$ cat src/hw/rtl/pidaw_pkg.sv
`timescale 1ns / 1ps
package pidaw_pkg;

  localparam int DataWidthDef = 32;
  localparam int FracBitsDef  = 16;
  localparam int SumWidthDef  = 48;

  localparam int CfgIndexWidth = 8;
  localparam int RateWidth     = 16;
  localparam int SmoothWidth   = 17;

  // function codes carried in tuser
  localparam logic [1:0] FUNC_ITERATE = 2'd0;
  localparam logic [1:0] FUNC_INIT    = 2'd1;
  localparam logic [1:0] FUNC_SEED    = 2'd2;
  localparam logic [1:0] FUNC_NONE    = 2'd3;  // unused code, no state change

  // register indexes
  localparam logic [CfgIndexWidth-1:0] REG_PROP_GAIN     = 8'd0;
  localparam logic [CfgIndexWidth-1:0] REG_INTEG_GAIN    = 8'd1;
  localparam logic [CfgIndexWidth-1:0] REG_DERIV_GAIN    = 8'd2;
  localparam logic [CfgIndexWidth-1:0] REG_CLAMP_ENABLE  = 8'd3;
  localparam logic [CfgIndexWidth-1:0] REG_CLAMP_LOW     = 8'd4;
  localparam logic [CfgIndexWidth-1:0] REG_CLAMP_HIGH    = 8'd5;
  localparam logic [CfgIndexWidth-1:0] REG_FILTER_ENABLE = 8'd6;
  localparam logic [CfgIndexWidth-1:0] REG_SMOOTHING     = 8'd7;

  // post-multiply shift selection
  localparam logic [1:0] SH_NONE = 2'd0;
  localparam logic [1:0] SH_FRAC = 2'd1;
  localparam logic [1:0] SH_Q16  = 2'd2;

  typedef struct packed {
    logic       start;
    logic [1:0] shift;
    logic       sat_sum;  // saturate to sum width instead of data width
  } mul_ctl_t;

endpackage

$ cat src/hw/rtl/pidaw_mul.sv
`timescale 1ns / 1ps
module pidaw_mul #(
  parameter int DATA_WIDTH = pidaw_pkg::DataWidthDef,
  parameter int FRAC_BITS  = pidaw_pkg::FracBitsDef,
  parameter int SUM_WIDTH  = pidaw_pkg::SumWidthDef,
  parameter int MW         = 48
) (
  input  logic                clk_i,
  input  logic                rst_ni,
  input  pidaw_pkg::mul_ctl_t ctl_i,
  input  logic signed [MW:0]  a_i,
  input  logic signed [MW:0]  b_i,
  output logic                done_o,
  output logic [MW-1:0]       res_o
);
  import pidaw_pkg::*;

  localparam int NC  = (MW + 15) / 16;
  localparam int BW  = NC * 16;
  localparam int PW  = MW + BW;
  localparam int CW  = $clog2(NC + 1);
  localparam int SHW = $clog2((FRAC_BITS > 16 ? FRAC_BITS : 16) + 1);

  logic [MW-1:0] a_q;
  logic [BW-1:0] b_q;
  logic [PW-1:0] acc_q, acc_d;
  logic [CW-1:0] cnt_q;
  logic          busy_q, neg_q, done_q;
  logic [1:0]    shift_q;
  logic          sat_sum_q;
  logic [MW-1:0] res_q, res_d;

  logic [MW+15:0] prod;
  logic [MW-1:0]  a_mag, b_mag;
  logic [SHW-1:0] shamt;
  logic [PW-1:0]  shifted, top_bit, lim, m;

  assign a_mag = a_i[MW] ? MW'(-a_i) : MW'(a_i);
  assign b_mag = b_i[MW] ? MW'(-b_i) : MW'(b_i);

  // 16 bits of b per cycle, accumulated from the low chunk up
  assign prod  = (MW + 16)'(a_q) * (MW + 16)'(b_q[15:0]);
  assign acc_d = (acc_q >> 16) + (PW'(prod) << (BW - 16));

  always_comb begin
    case (shift_q)
      SH_FRAC: shamt = SHW'(FRAC_BITS);
      SH_Q16:  shamt = SHW'(16);
      default: shamt = '0;
    endcase
  end

  assign shifted = acc_q >> shamt;
  assign top_bit = sat_sum_q ? (PW'(1) << (SUM_WIDTH - 1)) : (PW'(1) << (DATA_WIDTH - 1));
  assign lim     = top_bit - PW'(!neg_q);
  assign m       = (shifted > lim) ? lim : shifted;
  assign res_d   = neg_q ? MW'(-m) : MW'(m);

  always_ff @(posedge clk_i or negedge rst_ni) begin
    if (!rst_ni) begin
      busy_q <= 1'b0;
      done_q <= 1'b0;
      cnt_q  <= '0;
    end else begin
      done_q <= 1'b0;
      if (ctl_i.start) begin
        busy_q <= 1'b1;
        cnt_q  <= '0;
      end else if (busy_q) begin
        if (cnt_q == CW'(NC)) begin
          busy_q <= 1'b0;
          done_q <= 1'b1;
        end else begin
          cnt_q <= cnt_q + CW'(1);
        end
      end
    end
  end

  always_ff @(posedge clk_i) begin
    if (ctl_i.start) begin
      a_q       <= a_mag;
      b_q       <= BW'(b_mag);
      acc_q     <= '0;
      neg_q     <= a_i[MW] ^ b_i[MW];
      shift_q   <= ctl_i.shift;
      sat_sum_q <= ctl_i.sat_sum;
    end else if (busy_q && cnt_q != CW'(NC)) begin
      acc_q <= acc_d;
      b_q   <= b_q >> 16;
    end
    if (busy_q && cnt_q == CW'(NC)) res_q <= res_d;
  end

  assign done_o = done_q;
  assign res_o  = res_q;
endmodule

$ cat src/hw/rtl/pidaw_div.sv
`timescale 1ns / 1ps
module pidaw_div #(
  parameter int DATA_WIDTH = pidaw_pkg::DataWidthDef
) (
  input  logic                         clk_i,
  input  logic                         rst_ni,
  input  logic                         start_i,
  input  logic signed [DATA_WIDTH:0]   num_i,
  input  logic [pidaw_pkg::RateWidth-1:0] den_i,
  output logic                         done_o,
  output logic signed [DATA_WIDTH-1:0] quo_o
);
  import pidaw_pkg::*;

  localparam int NW = DATA_WIDTH + 1;
  localparam int CW = $clog2(NW + 1);

  logic [NW-1:0]        n_q;
  logic [RateWidth-1:0] rem_q, den_q;
  logic [CW-1:0]        cnt_q;
  logic                 busy_q, neg_q, done_q;
  logic [DATA_WIDTH-1:0] quo_q;

  logic [RateWidth:0]   trial;
  logic                 fits;
  logic [NW-1:0]        qmag;
  logic [DATA_WIDTH-1:0] lim, qsat;

  // restoring division, one quotient bit per cycle
  assign trial = {rem_q, n_q[NW-1]};
  assign fits  = trial >= {1'b0, den_q};
  assign qmag  = n_q;
  assign lim   = {1'b0, {(DATA_WIDTH-1){1'b1}}} + DATA_WIDTH'(neg_q);
  assign qsat  = (qmag > NW'(lim)) ? lim : DATA_WIDTH'(qmag);

  always_ff @(posedge clk_i or negedge rst_ni) begin
    if (!rst_ni) begin
      busy_q <= 1'b0;
      done_q <= 1'b0;
      cnt_q  <= '0;
    end else begin
      done_q <= 1'b0;
      if (start_i) begin
        busy_q <= 1'b1;
        cnt_q  <= '0;
      end else if (busy_q) begin
        if (cnt_q == CW'(NW)) begin
          busy_q <= 1'b0;
          done_q <= 1'b1;
        end else begin
          cnt_q <= cnt_q + CW'(1);
        end
      end
    end
  end

  always_ff @(posedge clk_i) begin
    if (start_i) begin
      n_q   <= num_i[DATA_WIDTH] ? NW'(-num_i) : NW'(num_i);
      neg_q <= num_i[DATA_WIDTH];
      den_q <= den_i;
      rem_q <= '0;
    end else if (busy_q && cnt_q != CW'(NW)) begin
      rem_q <= fits ? RateWidth'(trial - {1'b0, den_q}) : RateWidth'(trial);
      n_q   <= {n_q[NW-2:0], fits};
    end
    if (busy_q && cnt_q == CW'(NW)) quo_q <= neg_q ? DATA_WIDTH'(-qsat) : qsat;
  end

  assign done_o = done_q;
  assign quo_o  = quo_q;
endmodule

$ cat src/hw/rtl/pid_antiwindup_filtered_derivative.sv
`timescale 1ns / 1ps
// PID controller with conditional-integration anti-windup and an optional moving
// average on the derivative, signed fixed point with saturation. One item is
// taken at a time; s_axis_tready is high only while the sequencer is idle. Every
// item first runs the serial divider for the error rate, then an iterate item
// runs four or, with filtering, six products on one shared multiplier that
// consumes 16 multiplier bits per cycle (MW, its operand width, the widest of
// data, sum and 17 bits). An item's result waits in S_OUT until the output
// register is free. One result follows each item through an output register.
module pid_antiwindup_filtered_derivative #(
  parameter int DATA_WIDTH = pidaw_pkg::DataWidthDef,
  parameter int FRAC_BITS  = pidaw_pkg::FracBitsDef,
  parameter int SUM_WIDTH  = pidaw_pkg::SumWidthDef,
  localparam int IDW = ((2 * DATA_WIDTH + 16 + 7) / 8) * 8,
  localparam int ODW = ((DATA_WIDTH + 7) / 8) * 8,
  localparam int CDW = DATA_WIDTH > 17 ? DATA_WIDTH : 17
) (
  input  logic                                clk_i,
  input  logic                                rst_ni,
  input  logic                                cfg_valid_i,
  output logic                                cfg_ready_o,
  input  logic [pidaw_pkg::CfgIndexWidth-1:0] cfg_index_i,
  input  logic [CDW-1:0]                      cfg_data_i,
  input  logic                                s_axis_tvalid,
  output logic                                s_axis_tready,
  input  logic [IDW-1:0]                      s_axis_tdata,  // measured, target, elapsed_ms
  input  logic [1:0]                          s_axis_tuser,  // func
  output logic                                m_axis_tvalid,
  input  logic                                m_axis_tready,
  output logic [ODW-1:0]                      m_axis_tdata,  // drive
  output logic                                m_axis_tuser   // integrating
);
  import pidaw_pkg::*;

  localparam int DW  = DATA_WIDTH;
  localparam int SW  = SUM_WIDTH;
  localparam int MW0 = DW > SW ? DW : SW;
  localparam int MW  = MW0 > 17 ? MW0 : 17;
  localparam int XW  = MW + 2;

  localparam logic signed [XW-1:0] DMAX = {{(XW-DW+1){1'b0}}, {(DW-1){1'b1}}};
  localparam logic signed [XW-1:0] SMAX = {{(XW-SW+1){1'b0}}, {(SW-1){1'b1}}};

  localparam logic [3:0] S_IDLE  = 4'd0;
  localparam logic [3:0] S_DIV   = 4'd1;
  localparam logic [3:0] S_MP    = 4'd2;
  localparam logic [3:0] S_MET   = 4'd3;
  localparam logic [3:0] S_MI    = 4'd4;
  localparam logic [3:0] S_CLAMP = 4'd5;
  localparam logic [3:0] S_MA1   = 4'd6;
  localparam logic [3:0] S_MA2   = 4'd7;
  localparam logic [3:0] S_MD    = 4'd8;
  localparam logic [3:0] S_OUT   = 4'd9;

  function automatic logic signed [XW-1:0] clip(input logic signed [XW-1:0] x,
                                                input logic signed [XW-1:0] mx);
    clip = (x > mx) ? mx : ((x < ~mx) ? ~mx : x);
  endfunction

  // configuration
  logic signed [DW-1:0] prop_gain_q, integ_gain_q, deriv_gain_q, clamp_low_q, clamp_high_q;
  logic                 clamp_en_q, filter_en_q;
  logic [SmoothWidth-1:0] smoothing_q;

  // state
  logic signed [SW-1:0] error_sum_q;
  logic signed [DW-1:0] last_error_q, rate_avg_q, held_drive_q;

  // per-item working registers
  logic [3:0]           st_q;
  logic                 go_q;
  logic [1:0]           func_q;
  logic signed [DW-1:0] err_q, rate_q, p_q, i_q, a1_q;
  logic [RateWidth-1:0] dt_q;
  logic signed [SW-1:0] total_q;
  logic signed [XW-1:0] sum_q;
  logic                 integ_q;

  logic                 out_valid_q, out_integ_q;
  logic signed [DW-1:0] out_drive_q;

  logic                 in_xfer, out_free;
  logic signed [DW-1:0] meas_in, targ_in;
  logic [RateWidth-1:0] dt_in;
  logic signed [XW-1:0] err_wide;

  mul_ctl_t             mctl;
  logic signed [MW:0]   ma, mb;
  logic                 mdone, ddone;
  logic [MW-1:0]        mres;
  logic signed [DW-1:0] rate_res, mres_d;
  logic signed [SW-1:0] mres_s;
  logic [SmoothWidth-1:0] s_eff, s_inv;

  logic signed [XW-1:0] total_w, init_w, pi_w, avg_w, drive_w;
  logic                 hold;

  assign cfg_ready_o   = 1'b1;
  assign s_axis_tready = (st_q == S_IDLE);
  assign in_xfer       = s_axis_tvalid && s_axis_tready;
  assign out_free      = !out_valid_q || m_axis_tready;

  assign meas_in  = s_axis_tdata[DW-1:0];
  assign targ_in  = s_axis_tdata[2*DW-1:DW];
  assign dt_in    = s_axis_tdata[2*DW+15:2*DW];
  assign err_wide = clip(XW'(targ_in) - XW'(meas_in), DMAX);

  assign mres_d = DW'(mres);
  assign mres_s = SW'(mres);

  assign s_eff = (smoothing_q > SmoothWidth'(65536)) ? SmoothWidth'(65536) : smoothing_q;
  assign s_inv = SmoothWidth'(65536) - s_eff;

  // operand selection for the shared multiplier
  always_comb begin
    mctl.start   = go_q && (st_q == S_MP || st_q == S_MET || st_q == S_MI ||
                            st_q == S_MA1 || st_q == S_MA2 || st_q == S_MD);
    mctl.shift   = SH_FRAC;
    mctl.sat_sum = 1'b0;
    ma = (MW + 1)'(prop_gain_q);
    mb = (MW + 1)'(err_q);
    case (st_q)
      S_MET: begin
        ma = (MW + 1)'(err_q);
        mb = (MW + 1)'($signed({1'b0, dt_q}));
        mctl.shift   = SH_NONE;
        mctl.sat_sum = 1'b1;
      end
      S_MI: begin
        ma = (MW + 1)'(integ_gain_q);
        mb = (MW + 1)'(total_q);
      end
      S_MA1: begin
        ma = (MW + 1)'(rate_avg_q);
        mb = (MW + 1)'($signed({1'b0, s_inv}));
        mctl.shift = SH_Q16;
      end
      S_MA2: begin
        ma = (MW + 1)'(rate_q);
        mb = (MW + 1)'($signed({1'b0, s_eff}));
        mctl.shift = SH_Q16;
      end
      S_MD: begin
        ma = (MW + 1)'(deriv_gain_q);
        mb = filter_en_q ? (MW + 1)'(rate_avg_q) : (MW + 1)'(rate_q);
      end
      default: ;
    endcase
  end

  pidaw_mul #(
    .DATA_WIDTH(DATA_WIDTH),
    .FRAC_BITS (FRAC_BITS),
    .SUM_WIDTH (SUM_WIDTH),
    .MW        (MW)
  ) u_mul (
    .clk_i (clk_i),
    .rst_ni(rst_ni),
    .ctl_i (mctl),
    .a_i   (ma),
    .b_i   (mb),
    .done_o(mdone),
    .res_o (mres)
  );

  pidaw_div #(
    .DATA_WIDTH(DATA_WIDTH)
  ) u_div (
    .clk_i  (clk_i),
    .rst_ni (rst_ni),
    .start_i(go_q && st_q == S_DIV),
    .num_i  ((DW + 1)'(err_q) - (DW + 1)'(last_error_q)),
    .den_i  (dt_q),
    .done_o (ddone),
    .quo_o  (rate_res)
  );

  assign total_w = clip(XW'(error_sum_q) + XW'(mres_s), SMAX);
  assign init_w  = clip(XW'(error_sum_q) + clip(XW'(err_q), SMAX), SMAX);
  assign pi_w    = XW'(p_q) + XW'(i_q);
  assign hold    = clamp_en_q && (clamp_low_q < clamp_high_q) &&
                   (pi_w <= XW'(clamp_low_q) || pi_w >= XW'(clamp_high_q)) &&
                   (p_q[DW-1] == err_q[DW-1]);
  assign avg_w   = clip(XW'(a1_q) + XW'(mres_d), DMAX);
  assign drive_w = clip(sum_q + XW'(mres_d), DMAX);

  always_ff @(posedge clk_i or negedge rst_ni) begin
    if (!rst_ni) begin
      prop_gain_q  <= '0;
      integ_gain_q <= '0;
      deriv_gain_q <= '0;
      clamp_en_q   <= 1'b0;
      clamp_low_q  <= '0;
      clamp_high_q <= '0;
      filter_en_q  <= 1'b0;
      smoothing_q  <= '0;
      error_sum_q  <= '0;
      last_error_q <= '0;
      rate_avg_q   <= '0;
      held_drive_q <= '0;
      st_q         <= S_IDLE;
      go_q         <= 1'b0;
      out_valid_q  <= 1'b0;
    end else begin
      go_q <= 1'b0;
      if (cfg_valid_i) begin
        case (cfg_index_i)
          REG_PROP_GAIN:     prop_gain_q  <= cfg_data_i[DW-1:0];
          REG_INTEG_GAIN:    integ_gain_q <= cfg_data_i[DW-1:0];
          REG_DERIV_GAIN:    deriv_gain_q <= cfg_data_i[DW-1:0];
          REG_CLAMP_ENABLE:  clamp_en_q   <= cfg_data_i[0];
          REG_CLAMP_LOW:     clamp_low_q  <= cfg_data_i[DW-1:0];
          REG_CLAMP_HIGH:    clamp_high_q <= cfg_data_i[DW-1:0];
          REG_FILTER_ENABLE: filter_en_q  <= cfg_data_i[0];
          REG_SMOOTHING:     smoothing_q  <= cfg_data_i[SmoothWidth-1:0];
          default: ;
        endcase
      end
      if (st_q == S_OUT && out_free) begin
        out_valid_q <= 1'b1;
      end else if (m_axis_tvalid && m_axis_tready) begin
        out_valid_q <= 1'b0;
      end

      case (st_q)
        S_IDLE: begin
          if (in_xfer) begin
            st_q <= S_DIV;
            go_q <= 1'b1;
          end
        end
        S_DIV: begin
          if (ddone) begin
            if (func_q == FUNC_ITERATE) begin
              st_q <= S_MP;
              go_q <= 1'b1;
            end else begin
              if (func_q == FUNC_INIT) begin
                error_sum_q  <= SW'(init_w);
                last_error_q <= err_q;
              end else if (func_q == FUNC_SEED) begin
                rate_avg_q <= rate_res;
              end
              st_q <= S_OUT;
            end
          end
        end
        S_MP:  if (mdone) begin st_q <= S_MET; go_q <= 1'b1; end
        S_MET: if (mdone) begin st_q <= S_MI;  go_q <= 1'b1; end
        S_MI:  if (mdone) st_q <= S_CLAMP;
        S_CLAMP: begin
          if (!hold) error_sum_q <= total_q;
          st_q <= filter_en_q ? S_MA1 : S_MD;
          go_q <= 1'b1;
        end
        S_MA1: if (mdone) begin st_q <= S_MA2; go_q <= 1'b1; end
        S_MA2: begin
          if (mdone) begin
            rate_avg_q <= DW'(avg_w);
            st_q       <= S_MD;
            go_q       <= 1'b1;
          end
        end
        S_MD: begin
          if (mdone) begin
            held_drive_q <= DW'(drive_w);
            last_error_q <= err_q;
            st_q         <= S_OUT;
          end
        end
        S_OUT: begin
          if (out_free) st_q <= S_IDLE;
        end
        default: st_q <= S_IDLE;
      endcase
    end
  end

  // payload registers
  always_ff @(posedge clk_i) begin
    if (in_xfer) begin
      err_q   <= DW'(err_wide);
      dt_q    <= (dt_in == '0) ? RateWidth'(1) : dt_in;
      func_q  <= s_axis_tuser;
      integ_q <= 1'b0;
    end
    if (st_q == S_DIV && ddone) rate_q <= rate_res;
    if (st_q == S_MP && mdone) p_q <= mres_d;
    if (st_q == S_MET && mdone) total_q <= SW'(total_w);
    if (st_q == S_MI && mdone) i_q <= mres_d;
    if (st_q == S_CLAMP) begin
      sum_q   <= hold ? XW'(p_q) : pi_w;
      integ_q <= !hold;
    end
    if (st_q == S_MA1 && mdone) a1_q <= mres_d;
    if (st_q == S_OUT && out_free) begin
      out_drive_q <= held_drive_q;
      out_integ_q <= (func_q == FUNC_ITERATE) && integ_q;
    end
  end

  assign m_axis_tvalid = out_valid_q;
  assign m_axis_tdata  = ODW'($unsigned(out_drive_q));
  assign m_axis_tuser  = out_integ_q;
endmodule

$ cat config.mk
export PLATFORM = sky130hd
export DESIGN_NAME = pid_antiwindup_filtered_derivative
export DESIGN_NICKNAME = d
export VERILOG_FILES = /design/src/hw/rtl/pidaw_pkg.sv /design/src/hw/rtl/pidaw_mul.sv /design/src/hw/rtl/pidaw_div.sv /design/src/hw/rtl/pid_antiwindup_filtered_derivative.sv
export SDC_FILE = /design/constraint.sdc
export NUM_CORES = 2
export LEC_CHECK = 0
export BUFFER_PORTS_ARGS = -buffer_cell sky130_fd_sc_hd__buf_4
export CAP_MARGIN = 40
export CELL_PAD_IN_SITES_DETAIL_PLACEMENT = 0
export CELL_PAD_IN_SITES_GLOBAL_PLACEMENT = 2
export CORE_MARGIN = 3
export CORE_UTILIZATION = 45
export DETAILED_ROUTE_END_ITERATION = 10
export PLACE_DENSITY = 0.95
export SLEW_MARGIN = 25
export SYNTH_ARGS = -nofsm -noshare
export SYNTH_HDL_FRONTEND = slang
export SYNTH_SLANG_ARGS = --single-unit
$ cat constraint.sdc
create_clock -name clk_i -period 17.9 [get_ports clk_i]
set_input_delay 4.475 -clock clk_i [delete_from_list [all_inputs] [get_ports clk_i]]
set_output_delay 4.475 -clock clk_i [all_outputs]
set_load 0.01 [all_outputs]
==> results.py <==
metrics = {
    "clock_network": {
        "h-tree-depth": 3,
        "post-cts-setup-buffer-count": 0,
        "numClockSinks": 976,
        "cts-buffers-inserted": 111,
        "clk_path_buf_depth": 3,
        "post_cts_resized": 0,
        "hold_buffers": 0,
        "clk_pin_slew_ns": 0.06,
        "cts_tree": "yes",
        "root_buffer": "clkbuf_16",
        "clk_latency_ns": 0.81,
    },
    "synth": {
        "synth_adder_area_share": 0.236,
        "synthDistinctLibCells": 98,
        "synthMuxAreaShare": 0.0402,
        "syn_avg_cell_area_sq_um": 9.12,
        "synthesis.area_sq_um": 89700,
        "synth_seq_cells": 976,
        "netlist.area_leader.share": 0.175,
        "synth_xor_area_frac": 0.0479,
        "synthTopCellsByArea": "edfxtp_1 18%, fa_1 15%, dfrtp_1 9.5%, ha_1 9.0%, nand2_1 5.5%",
        "synth_compound_area_frac": 0.166,
        "synth_edf_count": 523,
        "seq_area_frac_synth": 0.295,
        "yosys_warnings": 0,
        "synth.largest_area_cell": "edfxtp_1",
        "ys_async_sr_fraction": 0.349,
        "synth_top_family_by_area": "adder cells",
        "synth_cells": 9834,
        "synthSimpleGateAreaFrac": 0.152,
        "synth_ff_type": "edfxtp_1",
    },
    "route": {
        "initialDrtViolationCount": 7731,
        "drc": 0,
        "vias": 75400,
        "first_pass_iters": 9,
        "viasPerCell": 6.00,
        "wl_per_cell_microns": 24.9,
        "postRouteAntennaNets": 0,
        "routed_wl_microns": 312000,
    },
    "run_status": {
        "status": "finished clean",
    },
    "power": {
        "ir_worst_vdd_mv": 0.0991,
        "leakage_uw": 0.0450,
        "power.density_nw_per_um2": 53.3,
    },
    "sta": {
        "skew_ns": 0.0970,
        "fmax_ghz": 0.0998,
        "post-route-period-util": 0.560,
        "rsz0062_at_grt": "no",
        "slew_violations": 0,
        "setup_viol": 0,
        "layout_min_cycle_time_ns": 10.02,
        "setup-tns-final_ns": 0,
        "tightest_slew_ns": 0.918,
        "finalHoldViolCount": 0,
        "max_slew_margin": 0.388,
    },
    "die": {
        "core_sq_um": 198000,
        "initial_core_util": 0.454,
        "die_x_microns": 452,
        "io_pins": 163,
        "rows": 163,
        "fp.dieH_microns": 452,
        "die-area_sq_um": 205000,
    },
    "worst_setup_path": {
        "critPathRequiredTime_ns": 18.59,
        "cp_slowest_stage_delay_ns": 0.92,
        "critPathKind": "flip-flop to flip-flop",
        "cp_top_family": "adder cells",
        "crit_path_start_kind": "flip-flop",
        "crit_buf_inv": 6,
        "crit_arrival_ns": 10.72,
        "path_max_fanout": 16,
        "slowest_stage": "edfxtp_1",
        "worst_setup_path_end_kind": "flip-flop",
    },
    "run": {
        "cap_violations": 0,
    },
    "cells_and_area": {
        "fin_nets": 11200,
        "syn_to_final_growth_pct": 9.36,
        "final_util": 0.496,
        "num-fill-cells": 18400,
        "drive_above_1_share": 0.0898,
    },
    "global_route": {
        "grt_pass1_vias": 73400,
        "overflow": 0,
        "groute.usage.overall": 0.300,
        "grt_first_pass_wirelength_microns": 468000,
        "antenna_found_initial": 32,
        "grt_max_degree": 88,
    },
    "placed_design": {
        "hpwl_microns": 235000,
        "io_buffer_count": 161,
        "gp_congestion": 0.984,
    },
    "hold_path": {
        "holdCritPathClass": "flip-flop to flip-flop",
    },
}
==> metrics by stage <==
stage / instance area [sq um] / std cells / setup slack, ns / hold WS [ns] / power [uW]
final: 98100 / 12600 / 7.88 / 0.422 / 5220
after global routing: 98100 / 12500 / 7.36 / 0.431 / 5360
after CTS: 97800 / 12500 / 7.94 / 0.409 / 5260
after detailed placement: 93800 / 12300 / 8.03 / 0.434 / 2740
after global placement: 93700 / 12300 / 8.06 / 0.436 / 2730
after floorplan: 89700 / 9849 / 9.22 / 0.417 / 2610
==> cells by family after synthesis <==
group | count (synthesis)
XOR/XNOR | 490
other | 2
adder cells (fa/ha/maj) | 1305
AND/OR/NAND/NOR | 2911
AO/OA/AOI/OAI | 2342
flip-flops | 976
multiplexers | 327
buffers and inverters | 1481
==> synth_stat cells (30+ instances only) <==
| master | count |
|---|---|
| nand3_1 | 115 |
| mux2i_1 | 63 |
| xor2_1 | 214 |
| a31oi_1 | 90 |
| mux2_2 | 264 |
| and2_1 | 285 |
| a22oi_1 | 58 |
| o21a_1 | 72 |
| a21oi_1 | 693 |
| a221o_1 | 50 |
| nor2b_1 | 78 |
| nand2b_1 | 70 |
| a211oi_1 | 56 |
| inv_1 | 980 |
| dfxtp_1 | 112 |
| o22ai_1 | 32 |
| dfrtp_1 | 341 |
| nor3_1 | 129 |
| a221oi_1 | 61 |
| and3_1 | 58 |
| ha_1 | 648 |
| a21o_1 | 270 |
| o31ai_1 | 37 |
| nand4_1 | 124 |
| xnor2_1 | 276 |
| clkbuf_1 | 457 |
| nor4_1 | 50 |
| edfxtp_1 | 523 |
| o211ai_1 | 42 |
| nand2_1 | 1311 |
| nor2_1 | 513 |
| o21ai_0 | 546 |
| fa_1 | 651 |
| or3_1 | 51 |
| o21bai_1 | 52 |
| buf_1 | 30 |
==> cell type report <==
class	instances	area, sq um	share of cell area
tap	2640	3300	0.0337
clock buffer	141	3050	0.0311
inverter	985	3700	0.0378
antenna	10	25.0	0.000255
clock inverter	69	943	0.00962
multi-input combinational	7392	57900	0.590
sequential	976	26500	0.270
timing repair buffer	342	2710	0.0276
==> path summary, 6_finish.rpt <==
path                                               start                            to  slack, ns  depth (start not counted)
worst max-delay path             u_mul.a_q[24]$_DFFE_PP_  u_mul.acc_q[89]$_SDFFE_PP0P_       7.88                         33
worst min-delay path            u_div.quo_o[1]$_DFFE_PP_           rate_q[1]$_DFFE_PP_       0.42                          0
worst max register to register   u_mul.a_q[24]$_DFFE_PP_  u_mul.acc_q[89]$_SDFFE_PP0P_       7.88                         33
worst min register to register  u_div.quo_o[1]$_DFFE_PP_           rate_q[1]$_DFFE_PP_       0.42                          0
max in group asynchronous                         rst_ni    clamp_low_q[3]$_DFFE_PN0P_      12.13                          5
min in group asynchronous                         rst_ni    u_div.cnt_q[2]$_DFFE_PN0P_       3.70                          1
==> routing by layer <==
layer	wire length, microns	global-route usage
met1	134000	0.425
met2	132000	0.441
met3	33200	0.0782
met4	13300	0.113
met5	82	0
==> flip-flops by register name (all words and copies together) (netlist names), 33 cells and up <==
signal,count
error_sum_q,48
sum_q,33
total_q,48
u_div.n_q,33
u_mul.a_q,48
u_mul.acc_q,96
u_mul.b_q,48
u_mul.res_o,48
==> where the power goes <==
| part | switching, uW | total (uW) | internal (uW) |
|---|---|---|---|
| combinational | 188 | 308 | 120 |
| clock | 1060 | 2520 | 1460 |
| sequential | 15.1 | 2390 | 2380 |
| total | 1270 | 5220 | 3950 |
==> layout by cell type (no fill, tap or decap), types with 23 or more instances in the layout <==
| master | instances |
|---|---|
| o21a_1 | 72 |
| dfrtp_1 | 340 |
| o21bai_1 | 52 |
| clkbuf_16 | 115 |
| nor2_1 | 509 |
| buf_4 | 314 |
| a22oi_1 | 58 |
| o211ai_1 | 42 |
| inv_1 | 977 |
| a221oi_1 | 61 |
| mux2_2 | 264 |
| a21oi_1 | 691 |
| a221o_1 | 50 |
| ha_1 | 648 |
| a21o_1 | 270 |
| a21boi_0 | 25 |
| dfxtp_1 | 112 |
| nand4_1 | 124 |
| and3_1 | 57 |
| xnor2_1 | 275 |
| o31ai_1 | 37 |
| nand2b_1 | 69 |
| edfxtp_1 | 523 |
| or3_1 | 51 |
| nand3_1 | 115 |
| a31oi_1 | 89 |
| and2_1 | 283 |
| mux2i_1 | 63 |
| a2111oi_0 | 23 |
| nand2_1 | 1307 |
| a211oi_1 | 56 |
| fa_1 | 651 |
| xor2_1 | 213 |
| o22ai_1 | 32 |
| a211o_1 | 23 |
| nor4_1 | 48 |
| o21ai_0 | 545 |
| nor2b_1 | 76 |
| nor3_1 | 128 |
(Power assumes the default switching activity.)
